## src/rtl/fmbs_pkg.sv

```systemverilog
package fmbs_pkg;

   localparam int MAX_BASES_DEF   = 1048576;
   localparam int BLOCK_BASES_DEF = 16;
   localparam int MAX_PATTERN_DEF = 1024;

   localparam int CNT_W     = 21;
   localparam int ML_W      = 11;
   localparam int CSR_IDX_W = 2;

   localparam logic [CSR_IDX_W-1:0] REG_BWT_LENGTH   = 2'd0;
   localparam logic [CSR_IDX_W-1:0] REG_SENTINEL_POS = 2'd1;

   localparam logic FUNC_LOAD   = 1'b0;
   localparam logic FUNC_SEARCH = 1'b1;

   typedef enum logic [6:0] {
      ST_IDLE     = 7'b0000001,
      ST_LOAD_END = 7'b0000010,
      ST_RK_IDX   = 7'b0000100,
      ST_RK_RD    = 7'b0001000,
      ST_RK_ACC   = 7'b0010000,
      ST_RK_DONE  = 7'b0100000,
      ST_RESULT   = 7'b1000000
   } state_type;

   typedef struct packed {
      logic load;
      logic load_end;
      logic init;
      logic stop;
      logic step;
      logic rk_idx;
      logic issue;
      logic rk_done;
      logic sel;
      logic out_load;
   } cmd_type;

   typedef struct packed {
      logic empty;
      logic stopped;
      logic k_last;
   } stat_type;

endpackage

```

## src/rtl/fmbs_ctrl.sv

```systemverilog
module fmbs_ctrl (
   input  logic               clock,
   input  logic               reset,
   input  logic               req_valid,
   output logic               req_ready,
   input  logic               req_func,
   input  logic               req_first,
   input  logic               req_last,
   input  logic               rsp_ready,
   output logic               rsp_valid,
   input  fmbs_pkg::stat_type stat,
   output fmbs_pkg::cmd_type  cmd
);

   fmbs_pkg::state_type state_ff, state_in;
   logic sel_ff, sel_in;
   logic last_ff, last_in;
   logic rsp_valid_ff, rsp_valid_in;
   logic accept;

   assign req_ready = (state_ff == fmbs_pkg::ST_IDLE);
   assign accept    = req_valid && req_ready;
   assign rsp_valid = rsp_valid_ff;

   always_comb begin
      cmd      = '0;
      state_in = state_ff;
      sel_in   = sel_ff;
      last_in  = last_ff;
      case (state_ff)
         fmbs_pkg::ST_IDLE: begin
            if (accept) begin
               last_in = req_last;
               if (req_func == fmbs_pkg::FUNC_LOAD) begin
                  cmd.load = 1'b1;
                  if (req_last) state_in = fmbs_pkg::ST_LOAD_END;
               end else if (req_first) begin
                  cmd.init = 1'b1;
                  if (req_last) state_in = fmbs_pkg::ST_RESULT;
               end else if (stat.stopped || stat.empty) begin
                  cmd.stop = 1'b1;
                  if (req_last) state_in = fmbs_pkg::ST_RESULT;
               end else begin
                  cmd.step = 1'b1;
                  sel_in   = 1'b0;
                  state_in = fmbs_pkg::ST_RK_IDX;
               end
            end
         end
         fmbs_pkg::ST_LOAD_END: begin
            cmd.load_end = 1'b1;
            state_in     = fmbs_pkg::ST_IDLE;
         end
         fmbs_pkg::ST_RK_IDX: begin
            cmd.rk_idx = 1'b1;
            cmd.sel    = sel_ff;
            state_in   = fmbs_pkg::ST_RK_RD;
         end
         fmbs_pkg::ST_RK_RD: begin
            cmd.issue = 1'b1;
            if (stat.k_last) state_in = fmbs_pkg::ST_RK_ACC;
         end
         fmbs_pkg::ST_RK_ACC: begin
            // The last byte read lands in the accumulator during this cycle.
            state_in = fmbs_pkg::ST_RK_DONE;
         end
         fmbs_pkg::ST_RK_DONE: begin
            cmd.rk_done = 1'b1;
            cmd.sel     = sel_ff;
            if (!sel_ff) begin
               sel_in   = 1'b1;
               state_in = fmbs_pkg::ST_RK_IDX;
            end else if (last_ff) begin
               state_in = fmbs_pkg::ST_RESULT;
            end else begin
               state_in = fmbs_pkg::ST_IDLE;
            end
         end
         fmbs_pkg::ST_RESULT: begin
            if (!rsp_valid_ff || rsp_ready) begin
               cmd.out_load = 1'b1;
               state_in     = fmbs_pkg::ST_IDLE;
            end
         end
         default: begin
            state_in = fmbs_pkg::ST_IDLE;
         end
      endcase
   end

   always_comb begin
      if (cmd.out_load) begin
         rsp_valid_in = 1'b1;
      end else if (rsp_ready) begin
         rsp_valid_in = 1'b0;
      end else begin
         rsp_valid_in = rsp_valid_ff;
      end
   end

   always_ff @(posedge clock) begin
      if (reset) begin
         state_ff     <= fmbs_pkg::ST_IDLE;
         sel_ff       <= 1'b0;
         last_ff      <= 1'b0;
         rsp_valid_ff <= 1'b0;
      end else begin
         state_ff     <= state_in;
         sel_ff       <= sel_in;
         last_ff      <= last_in;
         rsp_valid_ff <= rsp_valid_in;
      end
   end

endmodule

```

## config.mk

```make
export PLATFORM = sky130hd
export DESIGN_NAME = fmbs_ctrl
export DESIGN_NICKNAME = d
export VERILOG_FILES = /design/src/rtl/fmbs_pkg.sv /design/src/rtl/fmbs_ctrl.sv
export SDC_FILE = /design/constraint.sdc
export NUM_CORES = 1
export LEC_CHECK = 0
export ABC_AREA = 1
export BUFFER_PORTS_ARGS = -buffer_cell sky130_fd_sc_hd__buf_2
export CORE_MARGIN = 2
export CORE_UTILIZATION = 53
export DETAILED_ROUTE_END_ITERATION = 10
export HOLD_SLACK_MARGIN = 0.05
export PLACE_DENSITY = 0.88
export SLEW_MARGIN = 20
export SYNTH_ARGS = -nofsm -noshare
export SYNTH_HDL_FRONTEND = slang
export SYNTH_SLANG_ARGS = --single-unit
```

## constraint.sdc

```tcl
create_clock -name clock -period 2.2 [get_ports clock]
set_clock_uncertainty 0.1 [all_clocks]
set_input_delay 0.44 -clock clock [delete_from_list [all_inputs] [get_ports clock]]
set_output_delay 0.44 -clock clock [all_outputs]
set_load 0.03 [all_outputs]
```

==> results of run 1 <==
[timing repair]
action	4_1_cts	5_1_grt
buffers inserted	0	3
endpoints found under the setup margin	0	3
resized for setup	0	2
[flip-flops by register name (all words and copies together) (netlist names)]
name / flops
state_ff: 7
rsp_valid: 1
sel_ff: 1
last_ff: 1
[layout make-up]
class | count | area, um2 | area share (%)
tap | 15 | 18.8 | 2.07
timing repair buffer | 24 | 130 | 14.4
multi-input combinational | 82 | 428 | 47.2
sequential | 10 | 200 | 22.1
inverter | 24 | 92.6 | 10.2
clock buffer | 4 | 36.3 | 4.01
[power by group through the flow]
stage	Clock [uW]	Combinational (uW)	Sequential, uW
2_1_floorplan	0	139	200
3_3_place_gp	0	172	201
3_5_place_dp	0	177	202
4_1_cts	171	177	198
5_1_grt	177	227	198
6_report	165	207	198
[through the flow]
stage / area (um2) / util, %
floorplan: 736 / -
global placement: 840 / 65.3
detailed placement: 840 / 65.3
CTS: 876 / 68.2
global route: 906 / 70.5
finish: 906 / 70.5
[cell families after synthesis]
| kind of cell | count (synthesis) | share of synthesized area (%) |
|---|---|---|
| and+or+nand+nor | 69 | 47.8 |
| buffers and inverters | 27 | 15.5 |
| AOI/OAI and AO/OA | 13 | 9.12 |
| DFF | 10 | 27.5 |
[cell usage after synthesis]
cell type / count / area share [%]
nor2_4: 4 / 6.2
inv_4: 1 / 0.86
nand2_2: 4 / 3.4
buf_4: 2 / 2.1
o21ai_0: 3 / 2.1
nor3_1: 3 / 2.1
nand2_4: 1 / 1.5
o21ai_1: 1 / 0.69
inv_1: 23 / 12
nor2_1: 23 / 12
o22ai_1: 1 / 0.86
a21oi_1: 8 / 5.5
nor2_8: 1 / 2.8
dfxtp_1: 10 / 28
nand3_1: 11 / 7.6
nand4_1: 1 / 0.86
clkbuf_2: 1 / 0.69
nor2_2: 2 / 1.7
nand2_1: 19 / 9.8
[worst max path at each step]
stage                     depth (start not counted)  slack (ps)      to        start
after floorplan                                   5          80  cmd[1]  state_ff[4]
after global placement                            6         400  cmd[6]  state_ff[4]
after detailed placement                          6         330  cmd[6]  state_ff[4]
after CTS                                         7          40  cmd[6]  state_ff[0]
after global routing                              7          20  cmd[1]  state_ff[2]
final                                             6         120  cmd[1]  state_ff[0]
[routing by layer]
metal  track usage, %  routed length, um  up-vias
met5                0                  0        -
met4             10.0                 19        0
met3             3.26                 88        2
met2             40.2                874       34
met1             29.8                801      354
li1                 -                  -      413
==> results.cfg, run 1 <==
[global_routing]
grtUsageTotal_pct = 23.8
grt_antenna_before_repair = 0
grt-ovfl-total = 0
grt_max_degree = 11
grt_pass1_wl_mm = 2.62
grt_pass1_vias = 676

[power_and_ir_drop]
p_per_area_nw_per_um2 = 629
switching_power_uw = 201
combinationalPowerShare_pct = 36.3
seq_power_share_pct = 34.7
p_clk_share_pct = 28.9
switching_share_pct = 35.3
peakVddDrop_mv = 0.324
power_leakage_uw = 0.000469
power.total_uw = 570
intPower_uw = 369

[critical_path]
cp_max_fo = 5
crit_slowest_cell = dfxtp_1
r2r_cells = 11
cp-end-kind = primary output
crit_type = reg2out
rrSetupSlack_ps = 670
cp_slowest_stage_delay_ps = 340
path_buf_inv = 2
worstReg2RegStart = state_ff[0]
worstPathRequired_ps = 1660
worst_setup_path_start_kind = flip-flop
worstReg2RegEnd = state_ff[4]
worst_ep_arrival_time_ps = 1540
critPathTopFamily = simple AND/OR/NAND/NOR gates
path_cells = nor2_1, nand2_2, nor2_4, inv_1, a21oi_2, buf_2

[logic_synthesis]
postSynthAreaPerCell_um2 = 6.11
synth_cells = 119
ys_types = 19
synth_area_um2 = 727
synth_fp_nets = 129
yosysWarnings = 0
seq_area_frac_synth_pct = 27.5
yosys_register_bits = 10

[cts]
numClockSinks = 10
ctsHoldBuffers = 0
root_buffer = clkbuf_4
clkTransAtPathRegs_ps = 70
clk_latency_ps = 260
h-tree-depth = 1
tritoncts.num_buffers = 3
cts_buffer_depth = 2
tritoncts = yes

[min_path]
worstHoldPathType = in2reg
hold_path_startpoint = reset
min_to = state_ff[1]
min_path_cells = 2

[route]
dr.pass1.iters = 4
vias_per_cell = 5.05
drc = 0
drt_iter0_markers = 20
routed_wl_mm = 1.78
wire_per_inst_um = 11.2
postRouteAntennaNets = 0
vias = 803

[place]
dp_cells = 152
dpl_worst_slack_ps = 326
dp_hpwl_mm = 1.38
gp_congestion = 0.877
portBuffers = 21

[final_layout]
final_nets = 155
drive_above_1_share_pct = 30.6
syn2layout_area_growth_pct = 24.6
fillers = 117
antenna_cells = 0
stdcell_count = 159
layout_common_cells = nor2_1 (23), inv_1 (23), buf_2 (20)

[floorplanning]
die_h_um = 41.0
core_region_area_um2 = 1280
initial_core_util_pct = 56.6
ios = 22
dieWidth_um = 41.0
row_count = 13
die_area_um2 = 1680

[sta]
setup_viol = 0
tns_ps = 0
drv_slew = 0
timing.final.ws_setup_ps = 117
whs_ps = 355
max_slew_margin_pct = 79.4
finalCritPeriodShare_pct = 94.7
tightest_slew_ps = 307
fin_crit_ps = 2080
grt_setup_unrepaired = no
hold_violations = 0
fmax_mhz = 480

[status]
status = finished clean

[flow_run]
drv_cap = 0
Power figures use the tool's default switching activity.
==> run 2, diff against run 1 <==
clock period = 2.5 ns   (was 2.2 ns; I/O delays follow)
==> results.cfg, run 2 (same netlist as run 1, synthesis figures left out) <==
[route]
wire_per_inst_um = 10.4
routed_wl_mm = 1.62
drt_iter0_markers = 35
vias = 771
dr.pass1.iters = 4
vias_per_cell = 4.94
postRouteAntennaNets = 0
drc = 0

[global_routing]
grt_pass1_vias = 640
grt_antenna_before_repair = 0
grtUsageTotal_pct = 24.7
grt_max_degree = 11
grt_pass1_wl_mm = 2.66
grt-ovfl-total = 0

[cts]
cts_resized = 0
cts_setup_buffers = 0
root_buffer = clkbuf_4
numClockSinks = 10
h-tree-depth = 1
ctsHoldBuffers = 0
tritoncts.num_buffers = 3
clk_latency_ps = 280
tritoncts = yes
clkTransAtPathRegs_ps = 80
cts_buffer_depth = 2

[floorplanning]
dieWidth_um = 41.0
core_region_area_um2 = 1280
die_area_um2 = 1680
initial_core_util_pct = 56.6
ios = 22
row_count = 13
die_h_um = 41.0

[critical_path]
crit_slowest_cell = dfxtp_1
worst_setup_path_start_kind = flip-flop
cp_slowest_stage_delay_ps = 350
worstPathRequired_ps = 1900
cp-startpoint = state_ff[4]
worst_ep_arrival_time_ps = 1700
crit_type = reg2out
path_cells = nor2_2, nand2_4, nor2_8, nand3_1, nor3_1, buf_2
worstReg2RegStart = state_ff[4]
rrSetupSlack_ps = 1010
cp-end-kind = primary output
cp_max_fo = 10

[sta]
tightest_slew_ps = 268
fin_crit_ps = 2300
setup_viol = 0
finalCritPeriodShare_pct = 92.2
max_slew_margin_pct = 81.9
tns_ps = 0
hold_violations = 0
whs_ps = 378
grt_setup_unrepaired = no
drv_slew = 0
fmax_mhz = 434

[final_layout]
drive_above_1_share_pct = 27.0
largest_register_ff_count = 7
final_nets = 152
layout_common_cells = nor2_1 (23), inv_1 (23), buf_2 (21)
antenna_cells = 0
regMostFlops = state_ff
fillers = 124
syn2layout_area_growth_pct = 19.3

[place]
portBuffers = 21
gp_congestion = 0.929
dp_hpwl_mm = 1.30

[min_path]
hold_path_startpoint = last_ff
worstHoldPathType = reg2reg

[status]
status = finished clean

[flow_run]
drv_cap = 0

[power_and_ir_drop]
power_leakage_uw = 0.000453
p_per_area_nw_per_um2 = 554
peakVddDrop_mv = 0.258
run 2: path summary, 6_finish.rpt:
path / to / cells after the start
worst max-delay path: cmd[6] / 6
worst min-delay path: last_ff / 2
worst max register to register: sel_ff / 6
worst min register to register: last_ff / 2
run 2: critical path: cells and delay by family, from the launching register on:
kind / cells / cell delay, ps
buffers and inverters: 1 / 220
flip-flops: 1 / 350
AND/OR/NAND/NOR: 5 / 860
run 2: metal layers:
layer	share of wire [%]	wire length [um]	track usage (%)	up-vias
li1	-	-	-	408
met1	44	718	30.9	326
met2	47	764	39.5	32
met3	6.0	97	4.89	5
met4	2.2	36	12.5	0
met5	0	0	0	-
run 2: final cells by class:
| class | instances | area [um2] | share of cell area (%) |
|---|---|---|---|
| clock buffer | 4 | 36.3 | 4.18 |
| inverter | 24 | 92.6 | 10.7 |
| multi-input combinational | 82 | 414 | 47.8 |
| sequential | 10 | 200 | 23.1 |
| tap | 15 | 18.8 | 2.16 |
| timing repair buffer | 21 | 105 | 12.1 |
run 2: metrics by stage:
step | total power [uW] | worst slack [ps] | instances | util (%) | cell area, um2
floorplan | 297 | 188 | 119 | - | 727
global placement | 328 | 625 | 152 | 64.7 | 831
detailed placement | 332 | 519 | 152 | 64.7 | 831
CTS | 479 | 188 | 156 | 67.5 | 867
global route | 506 | 71.1 | 156 | 67.5 | 867
finish | 480 | 196 | 156 | 67.5 | 867
run 2: where the power goes:
group          total (uW)  internal, uW  switching [uW]  leakage (uW)
sequential            174           168            6.12     0.0000812
combinational         154          49.6             104      0.000351
clock                 153          88.6            64.3     0.0000210
